===== config.mk =====
export PLATFORM = sky130hd
export DESIGN_NAME = cpio_newc_archive_scanner_flat
export DESIGN_NICKNAME = d
export VERILOG_FILES = /design/src/design/cpioscan_pkg.sv /design/src/design/cpioscan_if.sv /design/src/design/cpio_newc_archive_scanner.sv /design/src/design/cpioscan_front.sv /design/src/design/cpioscan_queue.sv /design/src/design/cpioscan_back.sv /design/src/flat_wrapper.sv
export SDC_FILE = /design/constraint.sdc
export NUM_CORES = 1
export LEC_CHECK = 0
export ABC_AREA = 0
export BUFFER_PORTS_ARGS = -buffer_cell sky130_fd_sc_hd__buf_2
export CAP_MARGIN = 20
export CORE_ASPECT_RATIO = 1.75
export CORE_MARGIN = 2
export CORE_UTILIZATION = 48
export DETAILED_ROUTE_END_ITERATION = 10
export PLACE_DENSITY = 0.68
export SYNTH_ARGS = -nofsm -noshare
export SYNTH_HDL_FRONTEND = slang
export SYNTH_SLANG_ARGS = --single-unit

===== constraint.sdc =====
create_clock -name clk -period 14.3 [get_ports clk]
set_input_delay 2.86 -clock clk [delete_from_list [all_inputs] [get_ports clk]]
set_output_delay 2.86 -clock clk [all_outputs]
set_load 0.005 [all_outputs]

===== src/design/cpioscan_pkg.sv =====
// ----------------------------------------------------------------------------
// cpioscan_pkg
// Shared constants, codes and types of the cpio newc archive scanner.
// ----------------------------------------------------------------------------
`default_nettype none

package cpioscan_pkg;

    // newc header layout
    localparam int HEADER_BYTES = 110;
    localparam int ALIGN_BYTES  = 4;
    localparam int ALIGN_BITS   = 2;
    localparam int FILESIZE_AT  = 54;
    localparam int NAMESIZE_AT  = 94;
    localparam int HEX_DIGITS   = 8;
    localparam int TRAILER_LEN  = 11;

    // result kinds
    typedef logic [1:0] kind_t;
    localparam kind_t KIND_ENTRY = 2'd0;
    localparam kind_t KIND_NAME  = 2'd1;
    localparam kind_t KIND_DATA  = 2'd2;

    // configuration register indexes
    typedef logic [1:0] cfg_index_t;
    localparam cfg_index_t CFG_ARCHIVE_BASE = 2'd0;
    localparam cfg_index_t CFG_EMIT_NAMES   = 2'd1;
    localparam cfg_index_t CFG_EMIT_DATA    = 2'd2;

    // configuration as seen by the front and back parts
    typedef struct packed {
        logic [31:0] archive_base;
        logic        emit_names;
        logic        emit_data;
    } cfg_t;

    // one queued result, offsets still relative to the archive start
    typedef struct packed {
        kind_t       kind;
        logic [7:0]  byte_value;
        logic        is_padding;
        logic        final_name_byte;
        logic        is_trailer;
        logic [31:0] entry_start;
        logic [31:0] rel_data;
        logic [31:0] raw_size;
        logic [31:0] aligned_size;
        logic [31:0] name_size;
    } item_t;

    // end-of-archive name, terminating zero included
    function automatic logic [7:0] trailer_char(input logic [3:0] idx);
        logic [7:0] c;
        case (idx)
            4'd0:    c = 8'h54; // T
            4'd1:    c = 8'h52; // R
            4'd2:    c = 8'h41; // A
            4'd3:    c = 8'h49; // I
            4'd4:    c = 8'h4C; // L
            4'd5:    c = 8'h45; // E
            4'd6:    c = 8'h52; // R
            4'd7:    c = 8'h21; // !
            4'd8:    c = 8'h21; // !
            4'd9:    c = 8'h21; // !
            default: c = 8'h00;
        endcase
        return c;
    endfunction

endpackage

`default_nettype wire


===== src/design/cpioscan_if.sv =====
// ----------------------------------------------------------------------------
// cpioscan channel interfaces
// Valid/ready channels for archive bytes, results and register writes.
// ----------------------------------------------------------------------------
`default_nettype none

// archive byte channel
interface cpioscan_in_if;
    logic       valid;
    logic       ready;
    logic [7:0] archive_byte;

    modport source (output valid, output archive_byte, input ready);
    modport sink   (input valid, input archive_byte, output ready);
endinterface

// result channel
interface cpioscan_out_if;
    logic                valid;
    logic                ready;
    cpioscan_pkg::kind_t kind;
    logic [7:0]          byte_value;
    logic                is_padding;
    logic                final_name_byte;
    logic                is_trailer;
    logic [31:0]         entry_offset;
    logic [31:0]         data_offset;
    logic [31:0]         raw_size;
    logic [31:0]         aligned_size;
    logic [31:0]         name_size;

    modport source (output valid, output kind, output byte_value, output is_padding,
                    output final_name_byte, output is_trailer, output entry_offset,
                    output data_offset, output raw_size, output aligned_size,
                    output name_size, input ready);
    modport sink   (input valid, input kind, input byte_value, input is_padding,
                    input final_name_byte, input is_trailer, input entry_offset,
                    input data_offset, input raw_size, input aligned_size,
                    input name_size, output ready);
endinterface

// register write channel
interface cpioscan_cfg_if;
    logic                     valid;
    logic                     ready;
    cpioscan_pkg::cfg_index_t index;
    logic [31:0]              data;

    modport source (output valid, output index, output data, input ready);
    modport sink   (input valid, input index, input data, output ready);
endinterface

`default_nettype wire


===== src/design/cpio_newc_archive_scanner.sv =====
// ----------------------------------------------------------------------------
// cpio_newc_archive_scanner
// Streaming scanner for cpio newc archives with entry, name and data results.
// ----------------------------------------------------------------------------
// Usage:
//   in_ch  carries one archive byte per beat, starting at the first header.
//   out_ch carries results: an entry record at the last byte of each header,
//          name bytes when emit_names is set, data bytes (padding included,
//          flagged) when emit_data is set.
//   cfg_ch writes archive_base (0), emit_names (1), emit_data (2); always
//          ready; the user must write only while no result is outstanding,
//          which the block does not enforce. One byte is taken every cycle
//   while the queue is not full. A result passes through the result queue
//   and the output register. The parser advances one phase step per byte.
//   When out_ch stalls, the queue (QUEUE_DEPTH entries) fills and in_ch
//   drops ready; bytes that cause no result still need a free slot.
//   Reset returns the parser to the start of a header at offset zero with
//   emit_names set, emit_data clear and a zero base. After the trailer
//   entry, all bytes are taken and dropped until the next reset.
// ----------------------------------------------------------------------------
`default_nettype none

module cpio_newc_archive_scanner #(
    parameter int QUEUE_DEPTH = 2
) (
    input  wire logic       clk,
    input  wire logic       rst_n,
    cpioscan_in_if.sink     in_ch,
    cpioscan_out_if.source  out_ch,
    cpioscan_cfg_if.sink    cfg_ch
);

    logic [31:0]         base_reg;
    logic                emit_names_reg;
    logic                emit_data_reg;
    cpioscan_pkg::cfg_t  cfg;
    logic                q_push;
    cpioscan_pkg::item_t q_push_item;
    logic                q_pop;
    logic                q_full;
    logic                q_not_empty;
    cpioscan_pkg::item_t q_head;

    // register writes
    assign cfg_ch.ready = 1'b1;

    always_ff @(posedge clk or negedge rst_n)
    begin
        if (!rst_n)
        begin
            base_reg       <= 32'd0;
            emit_names_reg <= 1'b1;
            emit_data_reg  <= 1'b0;
        end
        else if (cfg_ch.valid)
        begin
            unique case (cfg_ch.index)
                cpioscan_pkg::CFG_ARCHIVE_BASE: base_reg       <= cfg_ch.data;
                cpioscan_pkg::CFG_EMIT_NAMES:   emit_names_reg <= cfg_ch.data[0];
                cpioscan_pkg::CFG_EMIT_DATA:    emit_data_reg  <= cfg_ch.data[0];
                default:                        base_reg       <= base_reg;
            endcase
        end
    end

    assign cfg.archive_base = base_reg;
    assign cfg.emit_names   = emit_names_reg;
    assign cfg.emit_data    = emit_data_reg;

    // parser
    cpioscan_front u_front (
        .clk       (clk),
        .rst_n     (rst_n),
        .in_ch     (in_ch),
        .cfg       (cfg),
        .q_full    (q_full),
        .push      (q_push),
        .push_item (q_push_item)
    );

    // result queue
    cpioscan_queue #(
        .DEPTH (QUEUE_DEPTH)
    ) u_queue (
        .clk       (clk),
        .rst_n     (rst_n),
        .push      (q_push),
        .push_item (q_push_item),
        .pop       (q_pop),
        .full      (q_full),
        .not_empty (q_not_empty),
        .head      (q_head)
    );

    // output stage
    cpioscan_back u_back (
        .clk         (clk),
        .rst_n       (rst_n),
        .cfg         (cfg),
        .q_not_empty (q_not_empty),
        .q_head      (q_head),
        .pop         (q_pop),
        .out_ch      (out_ch)
    );

endmodule

`default_nettype wire


===== src/design/cpioscan_front.sv =====
// ----------------------------------------------------------------------------
// cpioscan_front
// Byte parser: tracks header, name, padding and data phases and queues results.
// ----------------------------------------------------------------------------
`default_nettype none

module cpioscan_front (
    input  wire logic                clk,
    input  wire logic                rst_n,
    cpioscan_in_if.sink              in_ch,
    input  wire cpioscan_pkg::cfg_t  cfg,
    input  wire logic                q_full,
    output logic                     push,
    output cpioscan_pkg::item_t      push_item
);

    localparam logic [2:0] PH_HEADER = 3'd0;
    localparam logic [2:0] PH_NAME   = 3'd1;
    localparam logic [2:0] PH_PAD    = 3'd2;
    localparam logic [2:0] PH_DATA   = 3'd3;
    localparam logic [2:0] PH_DONE   = 3'd4;

    localparam logic [31:0] HDR_LAST   = 32'(cpioscan_pkg::HEADER_BYTES - 1);
    localparam logic [31:0] FS_FIRST   = 32'(cpioscan_pkg::FILESIZE_AT);
    localparam logic [31:0] FS_END     = 32'(cpioscan_pkg::FILESIZE_AT
                                             + cpioscan_pkg::HEX_DIGITS);
    localparam logic [31:0] NS_FIRST   = 32'(cpioscan_pkg::NAMESIZE_AT);
    localparam logic [31:0] NS_END     = 32'(cpioscan_pkg::NAMESIZE_AT
                                             + cpioscan_pkg::HEX_DIGITS);
    localparam logic [31:0] TRL_LEN    = 32'(cpioscan_pkg::TRAILER_LEN);
    localparam logic [31:0] ALIGN_ADD  = 32'(cpioscan_pkg::ALIGN_BYTES - 1);
    localparam logic [31:0] ALIGN_MASK = ~ALIGN_ADD;
    localparam logic [31:0] HN_ADD     = 32'(cpioscan_pkg::HEADER_BYTES
                                             + cpioscan_pkg::ALIGN_BYTES - 1);
    localparam logic [cpioscan_pkg::ALIGN_BITS-1:0] HDR_LOW =
        cpioscan_pkg::ALIGN_BITS'(cpioscan_pkg::HEADER_BYTES);

    // hex character to nibble, anything else reads as zero
    function automatic logic [3:0] hex_nibble(input logic [7:0] c);
        logic [3:0] v;
        if (c >= 8'h30 && c <= 8'h39)
            v = c[3:0];
        else if (c >= 8'h41 && c <= 8'h46)
            v = 4'(c - 8'h37);
        else if (c >= 8'h61 && c <= 8'h66)
            v = 4'(c - 8'h57);
        else
            v = 4'd0;
        return v;
    endfunction

    logic [2:0]  phase_reg,       phase_next;
    logic [31:0] position_reg,    position_next;
    logic [31:0] name_size_reg,   name_size_next;
    logic [31:0] raw_size_reg,    raw_size_next;
    logic [31:0] entry_start_reg, entry_start_next;
    logic [31:0] stream_off_reg;
    logic        trl_match_reg,   trl_match_next;

    // sums derived from the parsed sizes, settled long before the last header beat
    logic [31:0] fs_al_reg;
    logic [31:0] hn_al_reg;
    logic [31:0] rel_data_reg;

    logic        fire;
    logic [7:0]  b;
    logic [3:0]  nib;
    logic [cpioscan_pkg::ALIGN_BITS-1:0] hn_low;
    logic [cpioscan_pkg::ALIGN_BITS-1:0] pad_cnt;
    logic [2:0]  enter_data_ph;
    logic [2:0]  enter_pad_ph;
    logic [2:0]  enter_name_ph;
    logic        name_last;
    logic        name_mismatch;
    logic        match_now;
    logic        trailer_hit;

    assign in_ch.ready = !q_full;
    assign fire        = in_ch.valid && in_ch.ready;
    assign b           = in_ch.archive_byte;
    assign nib         = hex_nibble(b);

    // skipping of empty phases
    assign hn_low        = name_size_reg[cpioscan_pkg::ALIGN_BITS-1:0] + HDR_LOW;
    assign pad_cnt       = '0 - hn_low;
    assign enter_data_ph = (fs_al_reg == 32'd0) ? PH_HEADER : PH_DATA;
    assign enter_pad_ph  = (pad_cnt == '0) ? enter_data_ph : PH_PAD;
    assign enter_name_ph = (name_size_reg == 32'd0) ? enter_pad_ph : PH_NAME;

    // name compare against the trailer
    assign name_last     = (position_reg == name_size_reg - 32'd1);
    assign name_mismatch = (position_reg < TRL_LEN)
                           && (b != cpioscan_pkg::trailer_char(position_reg[3:0]));
    assign match_now     = trl_match_reg && !name_mismatch;
    assign trailer_hit   = name_last && match_now && (name_size_reg >= TRL_LEN);

    // phase walk for one accepted beat
    always_comb
    begin
        phase_next       = phase_reg;
        position_next    = position_reg;
        name_size_next   = name_size_reg;
        raw_size_next    = raw_size_reg;
        entry_start_next = entry_start_reg;
        trl_match_next   = trl_match_reg;
        push             = 1'b0;
        push_item        = '0;

        if (fire)
        begin
            unique case (phase_reg)
                PH_HEADER:
                begin
                    if (position_reg == 32'd0)
                    begin
                        entry_start_next = stream_off_reg;
                        trl_match_next   = 1'b1;
                    end
                    if (position_reg >= FS_FIRST && position_reg < FS_END)
                        raw_size_next = {raw_size_reg[27:0], nib};
                    if (position_reg >= NS_FIRST && position_reg < NS_END)
                        name_size_next = {name_size_reg[27:0], nib};
                    if (position_reg == HDR_LAST)
                    begin
                        push                   = 1'b1;
                        push_item.kind         = cpioscan_pkg::KIND_ENTRY;
                        push_item.entry_start  = entry_start_reg;
                        push_item.rel_data     = rel_data_reg;
                        push_item.raw_size     = raw_size_reg;
                        push_item.aligned_size = fs_al_reg;
                        push_item.name_size    = name_size_reg;
                        phase_next             = enter_name_ph;
                        position_next          = 32'd0;
                    end
                    else
                    begin
                        position_next = position_reg + 32'd1;
                    end
                end
                PH_NAME:
                begin
                    trl_match_next = match_now;
                    if (cfg.emit_names)
                    begin
                        push                      = 1'b1;
                        push_item.kind            = cpioscan_pkg::KIND_NAME;
                        push_item.byte_value      = b;
                        push_item.final_name_byte = name_last;
                        push_item.is_trailer      = trailer_hit;
                    end
                    if (name_last)
                    begin
                        phase_next    = trailer_hit ? PH_DONE : enter_pad_ph;
                        position_next = 32'd0;
                    end
                    else
                    begin
                        position_next = position_reg + 32'd1;
                    end
                end
                PH_PAD:
                begin
                    if (position_reg[cpioscan_pkg::ALIGN_BITS-1:0] == pad_cnt - 1'b1)
                    begin
                        phase_next    = enter_data_ph;
                        position_next = 32'd0;
                    end
                    else
                    begin
                        position_next = position_reg + 32'd1;
                    end
                end
                PH_DATA:
                begin
                    if (cfg.emit_data)
                    begin
                        push                 = 1'b1;
                        push_item.kind       = cpioscan_pkg::KIND_DATA;
                        push_item.byte_value = b;
                        push_item.is_padding = (position_reg >= raw_size_reg);
                    end
                    if (position_reg == fs_al_reg - 32'd1)
                    begin
                        phase_next    = PH_HEADER;
                        position_next = 32'd0;
                    end
                    else
                    begin
                        position_next = position_reg + 32'd1;
                    end
                end
                PH_DONE:
                begin
                    phase_next = PH_DONE;
                end
                default:
                begin
                    phase_next = phase_reg;
                end
            endcase
        end
    end

    // parser state
    always_ff @(posedge clk or negedge rst_n)
    begin
        if (!rst_n)
        begin
            phase_reg       <= PH_HEADER;
            position_reg    <= 32'd0;
            name_size_reg   <= 32'd0;
            raw_size_reg    <= 32'd0;
            entry_start_reg <= 32'd0;
            stream_off_reg  <= 32'd0;
            trl_match_reg   <= 1'b1;
        end
        else
        begin
            phase_reg       <= phase_next;
            position_reg    <= position_next;
            name_size_reg   <= name_size_next;
            raw_size_reg    <= raw_size_next;
            entry_start_reg <= entry_start_next;
            trl_match_reg   <= trl_match_next;
            if (fire)
                stream_off_reg <= stream_off_reg + 32'd1;
        end
    end

    // aligned sizes and relative data offset, recomputed every cycle
    always_ff @(posedge clk)
    begin
        fs_al_reg    <= (raw_size_reg + ALIGN_ADD) & ALIGN_MASK;
        hn_al_reg    <= (name_size_reg + HN_ADD) & ALIGN_MASK;
        rel_data_reg <= entry_start_reg + hn_al_reg;
    end

endmodule

`default_nettype wire


===== src/design/cpioscan_queue.sv =====
// ----------------------------------------------------------------------------
// cpioscan_queue
// Short register queue between the parser and the output stage.
// ----------------------------------------------------------------------------
`default_nettype none

module cpioscan_queue #(
    parameter int DEPTH = 2
) (
    input  wire logic                clk,
    input  wire logic                rst_n,
    input  wire logic                push,
    input  wire cpioscan_pkg::item_t push_item,
    input  wire logic                pop,
    output logic                     full,
    output logic                     not_empty,
    output cpioscan_pkg::item_t      head
);

    localparam int PW = (DEPTH > 1) ? $clog2(DEPTH) : 1;
    localparam int CW = $clog2(DEPTH + 1);
    localparam logic [PW-1:0] LAST_PTR   = PW'(DEPTH - 1);
    localparam logic [CW-1:0] FULL_COUNT = CW'(DEPTH);

    cpioscan_pkg::item_t slot_reg [DEPTH];
    logic [PW-1:0] wr_ptr_reg;
    logic [PW-1:0] rd_ptr_reg;
    logic [CW-1:0] count_reg;
    logic          do_push;
    logic          do_pop;

    assign full      = (count_reg == FULL_COUNT);
    assign not_empty = (count_reg != '0);
    assign head      = slot_reg[rd_ptr_reg];
    assign do_push   = push && !full;
    assign do_pop    = pop && not_empty;

    // pointers and fill count
    always_ff @(posedge clk or negedge rst_n)
    begin
        if (!rst_n)
        begin
            wr_ptr_reg <= '0;
            rd_ptr_reg <= '0;
            count_reg  <= '0;
        end
        else
        begin
            if (do_push)
                wr_ptr_reg <= (wr_ptr_reg == LAST_PTR) ? '0 : wr_ptr_reg + 1'b1;
            if (do_pop)
                rd_ptr_reg <= (rd_ptr_reg == LAST_PTR) ? '0 : rd_ptr_reg + 1'b1;
            if (do_push && !do_pop)
                count_reg <= count_reg + 1'b1;
            else if (do_pop && !do_push)
                count_reg <= count_reg - 1'b1;
        end
    end

    // slot storage
    always_ff @(posedge clk)
    begin
        if (do_push)
            slot_reg[wr_ptr_reg] <= push_item;
    end

endmodule

`default_nettype wire


===== src/design/cpioscan_back.sv =====
// ----------------------------------------------------------------------------
// cpioscan_back
// Output stage: adds the archive base to offsets and holds the result beat.
// ----------------------------------------------------------------------------
`default_nettype none

module cpioscan_back (
    input  wire logic                clk,
    input  wire logic                rst_n,
    input  wire cpioscan_pkg::cfg_t  cfg,
    input  wire logic                q_not_empty,
    input  wire cpioscan_pkg::item_t q_head,
    output logic                     pop,
    cpioscan_out_if.source           out_ch
);

    logic        valid_reg;
    logic [1:0]  kind_reg;
    logic [7:0]  byte_reg;
    logic        pad_reg;
    logic        final_reg;
    logic        trailer_reg;
    logic [31:0] entry_off_reg;
    logic [31:0] data_off_reg;
    logic [31:0] fsize_reg;
    logic [31:0] fsize_al_reg;
    logic [31:0] nsize_reg;
    logic        is_entry;

    assign pop      = q_not_empty && (!valid_reg || out_ch.ready);
    assign is_entry = (q_head.kind == cpioscan_pkg::KIND_ENTRY);

    // output valid
    always_ff @(posedge clk or negedge rst_n)
    begin
        if (!rst_n)
            valid_reg <= 1'b0;
        else if (pop)
            valid_reg <= 1'b1;
        else if (out_ch.ready)
            valid_reg <= 1'b0;
    end

    // output payload, offsets only carried by entry records
    always_ff @(posedge clk)
    begin
        if (pop)
        begin
            kind_reg      <= q_head.kind;
            byte_reg      <= q_head.byte_value;
            pad_reg       <= q_head.is_padding;
            final_reg     <= q_head.final_name_byte;
            trailer_reg   <= q_head.is_trailer;
            entry_off_reg <= is_entry ? cfg.archive_base + q_head.entry_start : 32'd0;
            data_off_reg  <= is_entry ? cfg.archive_base + q_head.rel_data : 32'd0;
            fsize_reg     <= q_head.raw_size;
            fsize_al_reg  <= q_head.aligned_size;
            nsize_reg     <= q_head.name_size;
        end
    end

    assign out_ch.valid           = valid_reg;
    assign out_ch.kind            = kind_reg;
    assign out_ch.byte_value      = byte_reg;
    assign out_ch.is_padding      = pad_reg;
    assign out_ch.final_name_byte = final_reg;
    assign out_ch.is_trailer      = trailer_reg;
    assign out_ch.entry_offset    = entry_off_reg;
    assign out_ch.data_offset     = data_off_reg;
    assign out_ch.raw_size        = fsize_reg;
    assign out_ch.aligned_size    = fsize_al_reg;
    assign out_ch.name_size       = nsize_reg;

endmodule

`default_nettype wire

===== src/flat_wrapper.sv =====
// flat-port wrapper written by rule: the top's interface ports become plain ports
module cpio_newc_archive_scanner_flat 
#(
    parameter int QUEUE_DEPTH = 2
)
  (clk, rst_n, in_ch_valid, in_ch_archive_byte, in_ch_ready, out_ch_valid, out_ch_kind, out_ch_byte_value, out_ch_is_padding, out_ch_final_name_byte, out_ch_is_trailer, out_ch_entry_offset, out_ch_data_offset, out_ch_raw_size, out_ch_aligned_size, out_ch_name_size, out_ch_ready, cfg_ch_valid, cfg_ch_index, cfg_ch_data, cfg_ch_ready);
  cpioscan_in_if in_ch_i ();
  cpioscan_out_if out_ch_i ();
  cpioscan_cfg_if cfg_ch_i ();
  input  wire logic clk;
  input  wire logic rst_n;
  input wire logic [$bits(in_ch_i.valid)-1:0] in_ch_valid;
  input wire logic [$bits(in_ch_i.archive_byte)-1:0] in_ch_archive_byte;
  output wire logic [$bits(in_ch_i.ready)-1:0] in_ch_ready;
  output wire logic [$bits(out_ch_i.valid)-1:0] out_ch_valid;
  output wire logic [$bits(out_ch_i.kind)-1:0] out_ch_kind;
  output wire logic [$bits(out_ch_i.byte_value)-1:0] out_ch_byte_value;
  output wire logic [$bits(out_ch_i.is_padding)-1:0] out_ch_is_padding;
  output wire logic [$bits(out_ch_i.final_name_byte)-1:0] out_ch_final_name_byte;
  output wire logic [$bits(out_ch_i.is_trailer)-1:0] out_ch_is_trailer;
  output wire logic [$bits(out_ch_i.entry_offset)-1:0] out_ch_entry_offset;
  output wire logic [$bits(out_ch_i.data_offset)-1:0] out_ch_data_offset;
  output wire logic [$bits(out_ch_i.raw_size)-1:0] out_ch_raw_size;
  output wire logic [$bits(out_ch_i.aligned_size)-1:0] out_ch_aligned_size;
  output wire logic [$bits(out_ch_i.name_size)-1:0] out_ch_name_size;
  input wire logic [$bits(out_ch_i.ready)-1:0] out_ch_ready;
  input wire logic [$bits(cfg_ch_i.valid)-1:0] cfg_ch_valid;
  input wire logic [$bits(cfg_ch_i.index)-1:0] cfg_ch_index;
  input wire logic [$bits(cfg_ch_i.data)-1:0] cfg_ch_data;
  output wire logic [$bits(cfg_ch_i.ready)-1:0] cfg_ch_ready;
  assign in_ch_i.valid = in_ch_valid;
  assign in_ch_i.archive_byte = in_ch_archive_byte;
  assign in_ch_ready = in_ch_i.ready;
  assign out_ch_valid = out_ch_i.valid;
  assign out_ch_kind = out_ch_i.kind;
  assign out_ch_byte_value = out_ch_i.byte_value;
  assign out_ch_is_padding = out_ch_i.is_padding;
  assign out_ch_final_name_byte = out_ch_i.final_name_byte;
  assign out_ch_is_trailer = out_ch_i.is_trailer;
  assign out_ch_entry_offset = out_ch_i.entry_offset;
  assign out_ch_data_offset = out_ch_i.data_offset;
  assign out_ch_raw_size = out_ch_i.raw_size;
  assign out_ch_aligned_size = out_ch_i.aligned_size;
  assign out_ch_name_size = out_ch_i.name_size;
  assign out_ch_i.ready = out_ch_ready;
  assign cfg_ch_i.valid = cfg_ch_valid;
  assign cfg_ch_i.index = cfg_ch_index;
  assign cfg_ch_i.data = cfg_ch_data;
  assign cfg_ch_ready = cfg_ch_i.ready;
  cpio_newc_archive_scanner #(.QUEUE_DEPTH(QUEUE_DEPTH)) u_core (.clk(clk), .rst_n(rst_n), .in_ch(in_ch_i), .out_ch(out_ch_i), .cfg_ch(cfg_ch_i));
endmodule

### Word level (Yosys, flattened, before mapping)

Memory sizes are Yosys's and may differ from the RTL's.
Index checks and enable logic that the tools add are counted.

| operators by class | value |
|---|---|
| reductions and logical operators | 43 |
| magnitude comparators | 13 |
| add/sub/neg operators | 18 |
| mux-type cells | 42 |
| multiply operators | 0 |
| divide/modulo/power cells | 0 |
| shifts and indexed selects | 0 |
| bitwise gates (word level) | 0 |
| equality and inequality tests | 17 |

Operator list:

| operator | count |
|---|---|
| $mux 160 | 2 |
| $mux 173 | 1 |
| $mux 32 | 4 |
| $pmux 32 s4 | 1 |
| $add 32x32->32 | 3 |
| $logic_not 32->1 | 3 |
| $add 32x1->32 const B | 2 |
| $eq 32x32->1 | 2 |
| $sub 32x1->32 const B | 2 |
| $add 32x2->32 const B | 1 |
| $add 32x7->32 const B | 1 |
| $eq 32x7->1 const B | 1 |
| $ge 32x32->1 | 1 |
| $ge 32x4->1 const B | 1 |
| $ge 32x6->1 const B | 1 |
| $ge 32x7->1 const B | 1 |
| $lt 32x4->1 const B | 1 |
| $lt 32x6->1 const B | 1 |
| $lt 32x7->1 const B | 1 |
| $ge 8x7->1 const B | 2 |
| $le 8x7->1 const B | 2 |
| $pmux 8 s2 | 1 |
| $logic_and 1x1->1 | 15 |
| $mux 3 | 5 |
| 35 further kinds | 78 |

| storage, ports and cells | value |
|---|---|
| input port bits | 47 |
| memories | 2 |
| memory bits (read-only) | 112 |
| bits in latches | 0 |
| bits in writable memories | 346 |
| flip-flop bits (word level) | 468 |

Memory list:

| memory | words | width | read ports | clocked after memory_dff | write ports | line | RTL |
|---|---|---|---|---|---|---|---|
| u_core.u_queue.slot_reg | 2 | 173 | 1 | 0 | 1 | cpioscan_queue.sv:25 | `cpioscan_pkg::item_t slot_reg [DEPTH];` |
| (name not given) | 16 | 7 | 1 | 0 | 0 | cpioscan_pkg.sv:54 | `case (idx)` |

### Longest topological paths before layout

Gate-level depths: netlist of run 1.
An unclocked memory read counts as a cell.

| depth | value |
|---|---|
| depth after elaboration | 10 |
| depth in mapped cells | 17 |
| depth with buffers taken out | 14 |

### Cells and area by module

From an unflattened synthesis of run 1, not the netlist that was laid out.

| unflattened totals | value |
|---|---|
| cell total of the unflattened synthesis | 3,202 |
| area, all modules | 39,253.9 µm² |

Modules (own cells, without submodules):

| module | cells each | sequential area each (µm²) | area an instance (µm²) | times used |
|---|---|---|---|---|
| cpioscan_front | 1,848 | 5,947.0 | 16,345.7 | 1 |
| cpioscan_queue | 557 | 10,490.1 | 12,743.5 | 1 |
| cpioscan_back | 721 | 5,220.0 | 8,851.0 | 1 |
| cpio_newc_archive_scanner | 76 | 852.1 | 1,313.8 | 1 |

### Worst setup path before layout of run 1

Ideal clock, no wire load.

| timing path | value |
|---|---|
| kind | input -> register |
| from | in in_ch_valid |
| to | mem u_core.u_queue.slot_reg[0][0] in the netlist's numbering (enable) |
| slack | -2.184 ns |
| stages | 7 |
| path buffers | 4 |
| data arrival time | 15.573 ns |
| path through | and2_0 > nand2b_1 > clkbuf_1 > clkbuf_1 > clkbuf_1 > buf_1 > nor3_1 |

| between the ends | value |
|---|---|
| cells in the longest elaborated chain, start to end | 5 |

Ends and longest elaborated chain:

| what | line | RTL |
|---|---|---|
| from (decl) | flat_wrapper.sv:12 | `input wire logic [$bits(in_ch_i.valid)-1:0] in_ch_valid;` |
| $logic_and 1x1->1 | cpioscan_front.sv:79 | `assign fire = in_ch.valid && in_ch.ready;` |
| $mux 1 | cpioscan_front.sv:109 | `if (fire)` |
| $logic_and 1x1->1 | cpioscan_queue.sv:35 | `assign do_push = push && !full;` |
| $mux 1 | cpioscan_queue.sv:63 | `if (do_push)` |
| $mux 1 (not written as such) | cpioscan_queue.sv:64 | `slot_reg[wr_ptr_reg] <= push_item;` |
| to (decl) | cpioscan_queue.sv:25 |  |

Every way passes these cells.

### Final worst setup path of run 1

| timing path | value |
|---|---|
| from | in in_ch_valid |
| to | mem u_core.u_queue.slot_reg[1][7] in the netlist's numbering (enable) |

| between the ends | value |
|---|---|
| cells in the longest elaborated chain, start to end | 5 |

Ends and longest elaborated chain:

| what | line | RTL |
|---|---|---|
| $logic_and 1x1->1 | cpioscan_front.sv:79 |  |
| $mux 1 | cpioscan_front.sv:109 |  |
| $logic_and 1x1->1 | cpioscan_queue.sv:35 |  |
| via u_core.u_queue.do_push | cpioscan_queue.sv:29 | `logic do_push;` |
| $mux 1 | cpioscan_queue.sv:63 |  |
| $mux 1 (not written as such) | cpioscan_queue.sv:64 |  |

The timed path passes the listed nets, and every way through them passes these cells.

==> results of run 1 <==
[power breakdown]
group	internal, mW	switching (mW)	leakage, nW	total [mW]
clock	1.18	0.899	1.25	2.08
combinational	0.936	1.27	8.23	2.21
sequential	3.03	0.210	8.04	3.24
[layout by cell type (no fill, tap or decap), types with 39 or more instances in the layout]
cell,count
a211oi_1,41
a21o_1,82
a21oi_1,98
and2_1,173
and3_1,39
buf_2,218
clkbuf_16,79
dfrtp_1,200
dfxtp_1,92
edfxtp_1,513
ha_1,140
inv_1,84
mux2_2,255
nand2_1,173
nand3_1,99
nand4_1,42
nor2_1,197
nor3_1,66
o21ai_0,128
xnor2_1,158
xor2_1,77
[routing by layer]
metal,GRT usage,vias to the layer above,part of all wire
met2,0.430,615,0.54
met3,0.0340,270,0.037
met5,0,-,0.00012
met4,0.139,2,0.064
met1,0.232,12300,0.36
li1,-,12000,-
[path summary, 6_finish.rpt]
check / from / depth (start not counted) / to / slack (ns)
worst min-delay path: u_core.u_front.entry_start_reg[0]$_DFFE_PN0P_ / 0 / u_core.u_front.rel_data_reg[0]$_DFF_P_ / 0.42
worst min register to register: u_core.u_front.entry_start_reg[0]$_DFFE_PN0P_ / 0 / u_core.u_front.rel_data_reg[0]$_DFF_P_ / 0.42
worst max-delay path: in_ch_valid / 8 / u_core.u_queue.slot_reg[1][7]$_DFFE_PP_ / 8.01
worst max register to register: u_core.u_queue.rd_ptr_reg$_DFFE_PN0P_ / 13 / u_core.u_back.out_ch.entry_offset[30]$_SDFFCE_PP0P_ / 8.51
max in group asynchronous: rst_n / 3 / u_core.u_queue.rd_ptr_reg$_DFFE_PN0P_ / 9.74
min in group asynchronous: rst_n / 1 / u_core.base_reg[29]$_DFFE_PN0P_ / 2.26
[stage by stage]
step / power [mW] / instances / setup WS [ns]
2_1_floorplan: 4.77 / 3189 / 3.19
3_3_place_gp: 5.49 / 4326 / 7.34
3_5_place_dp: 5.51 / 4326 / 7.31
4_1_cts: 7.61 / 4469 / 8.02
5_1_grt: 7.93 / 4469 / 7.78
6_report: 7.52 / 4469 / 8.01
[final cells by class]
type / instances / area, sq um / area share
Timing Repair Buffer: 254 / 1370 / 0.0316
Tap cell: 1042 / 1300 / 0.0301
Multi-Input combinational cell: 2137 / 15400 / 0.356
Sequential cell: 808 / 22300 / 0.515
Clock buffer: 101 / 2140 / 0.0494
Clock inverter: 42 / 429 / 0.00990
Inverter: 85 / 324 / 0.00748
[kinds of logic after synthesis]
group                      synth area share
and+or+nand+nor                       0.134
DFF                                   0.577
AOI/OAI and AO/OA                    0.0854
muxes                                0.0784
buffers and inverters                0.0245
xor gates and xnor gates             0.0532
adders and majority gates            0.0469
other                              0.000194
==> impl_metrics.json, run 1 <==
{
  "worstSkewPairLatency_ns": 0.67,
  "chipWidth_microns": 219,
  "max-vdd-ir-drop_mv": 0.120,
  "yosys-top-cells-count": "edfxtp_1 (513), mux2_2 (255), dfrtp_1 (201)",
  "start_util": 0.485,
  "critPathTopFamily": "buffers and inverters",
  "postCtsSetupBuffers": 0,
  "fp.dieArea_sq_um": 82900,
  "post-route-cell-area_sq_um": 43300,
  "final_net_count": 3553,
  "clk_pin_slew_ns": 0.06,
  "avgRoutedWirePerCell_microns": 21.0,
  "min_period_ns": 6.29,
  "powerDensity_nw_per_um2": 174,
  "fin_crit_sh": 0.440,
  "num_io_pins": 223,
  "drtPass1Iterations": 5,
  "grt_pass1_vias": 25600,
  "vias_per_cell": 5.63,
  "core_sq_um": 79700,
  "rows": 137,
  "cts.sink_count": 808,
  "cts_tree": "built",
  "path_cells": "buf_2 > and2_0 > nand2b_1 > buf_4 > nor2_1 > and2_4 > buf_4 > buf_4",
  "synth_flop_cell": "edfxtp_1",
  "die_y_microns": 379,
  "dp_hpwl_mm": 67.1,
  "p_leak_nw": 17.5,
  "fmax_mhz": 159,
  "ctsLongestPathBuffers": 3,
  "tns_ns": 0,
  "synth.distinct_cells": 85,
  "ant_nets": 0,
  "hold_viol": 0,
  "grt_usage": 0.227,
  "wl_mm": 93.7,
  "syn_area_per_cell_sq_um": 12.1,
  "status": "complete, no violations",
  "synthTopCellsByArea": "edfxtp_1 (40%), dfrtp_1 (13%), mux2_2 (7.4%)",
  "slew_headroom": 0.296,
  "hold_slack_ns": 0.418,
  "htreeDepth": 3,
  "setup_viol": 0,
  "area_growth_pct": 12.0,
  "fillers": 6802,
  "skew_ns": 0.0242,
  "grt_remaining_overflow": 0,
  "gp_congestion": 0.924,
  "antenna_cells": 0,
  "grt_start_max_net_pins": 93,
  "cp_data_required_time_ns": 14.57,
  "cp_num_buf_inv": 4,
  "slowest_delay_ns": 0.82,
  "syn-cell-area_sq_um": 38700,
  "via_count": 25200,
  "yosysTopAreaCellShare": 0.398,
  "start_kind": "input port",
  "first_iter_violations": 1633,
  "yosys.area.top_type": "edfxtp_1",
  "synth_cells": 3188,
  "largest_reg_flops": 342,
  "cts_resized": 0,
  "slew_violations": 0,
  "yosysMostFrequentCell": "edfxtp_1",
  "end_kind": "register",
  "seq_area_frac_synth": 0.577,
  "crit_top_cell": "buf_4",
  "grt_first_pass_wirelength_mm": 143,
  "rsz0062_at_grt": "false",
  "crit_fanout": 67,
  "hp-class": "register to register",
  "ys_ff_latch": 808,
  "antenna_found_initial": 2,
  "async_reset_ff_frac": 0.251,
  "utilization": 0.544,
  "yosys_warnings": 0,
  "cp.arrival_ns": 6.56,
  "io_buffer_count": 219,
  "slowest_stage": "buf_4",
  "drive_above_1_share": 0.196,
  "holdBufCountCts": 0,
  "synth_edf_count": 513,
  "drc": 0,
  "cts_root_buf": "clkbuf_16",
  "post_dp_cell_area_sq_um": 40800,
  "cts_made_buffers": 77,
  "cap_violations": 0,
  "path_class": "input port to register",
  "tightest_slew_ns": 1.06
}
Power figures use the tool's default switching activity.
==> run 2, diff against run 1 <==
==> constraint.sdc (replaced) <==
create_clock -name clk -period 5.5 [get_ports clk]
set_input_delay 1.1 -clock clk [delete_from_list [all_inputs] [get_ports clk]]
set_output_delay 1.1 -clock clk [all_outputs]
set_load 0.005 [all_outputs]
==> run 2 against run 1 <==
  * Critical path depth up 4
  * Sequential power rose to 2.6 times the previous value
  * First-iteration DRC count decreased by 8.6%
  * Final area increased by 0.64%
  * Die area did not move
  * Worst hold slack got worse by 0.017 ns
  * Non-clock buffer count is 24 higher
  * Flip-flop and latch count is the same
  * Count of clock-buffer cells in the layout is the same
  * Worst setup slack got worse by 7.5 ns
  * Cell count up 0.43%
  * Largest cell class unchanged
==> impl_metrics.json, run 2 (synthesis gave the netlist of run 1 again) <==
{
  "clk_pin_slew_ns": 0.07,
  "worstSkewPairLatency_ns": 0.66,
  "setup_viol": 0,
  "wl_mm": 94.9,
  "rows": 137,
  "fp.dieArea_sq_um": 82900,
  "cts_made_buffers": 76,
  "crit_start": "u_core.u_front.name_size_reg[1]$_DFFE_PN0P_",
  "via_count": 25100,
  "tns_ns": 0,
  "worstHoldStart": "u_core.u_front.entry_start_reg[1]$_DFFE_PN0P_",
  "p_leak_nw": 17.7,
  "largest_reg_flops": 342,
  "cp.arrival_ns": 5.50,
  "skew_ns": 0.0390,
  "fillers": 6757,
  "seqCellArea_sq_um": 22300,
  "core_sq_um": 79700,
  "mostFrequentLayoutCells": "edfxtp_1 (513), mux2_2 (255), buf_2 (218), dfrtp_1 (200), nor2_1 (197)",
  "vias_per_cell": 5.59,
  "crit_fanout": 12,
  "post-place-ws_ns": 0.585,
  "status": "complete, no violations",
  "slew_headroom": 0.278,
  "die_y_microns": 379,
  "grt_first_pass_wirelength_mm": 146,
  "gp_congestion": 0.922,
  "start_kind": "register",
  "max-vdd-ir-drop_mv": 0.351,
  "fin_crit_sh": 0.906,
  "cts_root_buf": "clkbuf_16",
  "cp_data_required_time_ns": 6.02,
  "start_util": 0.485,
  "drive_above_1_share": 0.199,
  "grt_pass1_vias": 26000,
  "grt_remaining_overflow": 0,
  "ant_nets": 0,
  "min_period_ns": 4.98,
  "antenna_found_initial": 1,
  "rr_startpoint": "u_core.u_front.name_size_reg[1]$_DFFE_PN0P_",
  "grt_start_max_net_pins": 159,
  "cts_tree": "built",
  "num_io_pins": 223,
  "hold_viol": 0,
  "grt_usage": 0.231,
  "cap_violations": 0,
  "avgRoutedWirePerCell_microns": 21.1,
  "drtPass1Iterations": 5,
  "holdBufCountCts": 0,
  "multiInputGateArea_sq_um": 15400,
  "worst_slack_ns": 0.517,
  "chipWidth_microns": 219,
  "end_kind": "register",
  "fmax_mhz": 201,
  "rsz0062_at_grt": "false",
  "drc": 0,
  "cts.sink_count": 808,
  "final_net_count": 3576,
  "antenna_cells": 0,
  "area_growth_pct": 12.8,
  "cts_resized": 0,
  "layout_commonest_cell": "edfxtp_1",
  "slew_violations": 0,
  "ctsLongestPathBuffers": 3,
  "io_buffer_count": 219,
  "hp-class": "register to register",
  "dp_hpwl_mm": 69.0,
  "postCtsSetupBuffers": 0,
  "tightest_slew_ns": 1.08,
  "htreeDepth": 3,
  "first_iter_violations": 1493,
  "powerDensity_nw_per_um2": 452,
  "path_class": "register to register"
}
==> run 2: changes by cell type in the layout (fill, tap and decap cells not counted), moves of 2 or more <==
cell / change
clkbuf_1: +5
buf_12: +7
bufinv_16: +6
clkbuf_8: -3
buf_4: +17
clkbuf_16: -2
clkinv_4: -5
inv_6: -3
==> run 2: area by class of cell <==
cell class / count / area share
inverters: 85 / 0.00743
clock inverters: 37 / 0.0116
multi-input cells: 2137 / 0.354
flip-flops and latches: 808 / 0.512
clock buffers: 101 / 0.0474
repair buffers: 278 / 0.0375
well taps: 1042 / 0.0299
==> run 2: metrics by stage <==
| step | cells | power [mW] | hold slack, ns | util | area (sq um) |
|---|---|---|---|---|---|
| 6_report | 4488 | 19.7 | 0.400 | 0.547 | 43600 |
| 3_3_place_gp | 4350 | 14.3 | 0.382 | 0.515 | 41000 |
| 4_1_cts | 4488 | 19.9 | 0.411 | 0.547 | 43600 |
| 3_5_place_dp | 4350 | 14.4 | 0.393 | 0.515 | 41000 |
| 5_1_grt | 4488 | 20.8 | 0.424 | 0.547 | 43600 |
| 2_1_floorplan | 3189 | 12.4 | 0.355 | - | 38700 |
==> run 2: worst max-delay path: stages (launching register included) <==
cell and delay [ns]:
dfrtp_1 0.54, inv_1 0.17, ha_1 0.38, or4b_2 0.76, nor3b_1 0.22, o21ai_0 0.10
a2111oi_0 0.65, o21ai_0 0.15, or4_1 0.58, or4b_4 0.59, o22ai_1 0.14, a21o_1 0.41
o21ai_0 0.16
==> run 2: worst paths after layout <==
check / cells after the start / endpoint / slack [ns]
max in group asynchronous: 2 / u_core.base_reg[7]$_DFFE_PN0P_ / 3.97
hold / removal: 0 / u_core.u_front.rel_data_reg[1]$_DFF_P_ / 0.40
hold reg to reg: 0 / u_core.u_front.rel_data_reg[1]$_DFF_P_ / 0.40
setup reg to reg: 12 / u_core.u_front.position_reg[19]$_DFFE_PN0P_ / 0.52
setup / recovery: 12 / u_core.u_front.position_reg[19]$_DFFE_PN0P_ / 0.52
min in group asynchronous: 1 / u_core.u_front.stream_off_reg[31]$_DFFE_PN0P_ / 0.48
==> run 2: routing by layer <==
layer | wire [microns] | global-route usage
met5 | 16 | 0
met4 | 6070 | 0.144
met3 | 3200 | 0.0322
met2 | 51800 | 0.442
met1 | 33800 | 0.232
==> run 2: report_power, final <==
part	switching (mW)	internal [mW]	total (mW)
Sequential	0.614	7.85	8.47
Clock	2.25	3.22	5.47
Combinational	3.27	2.51	5.78
Total	6.14	13.6	19.7
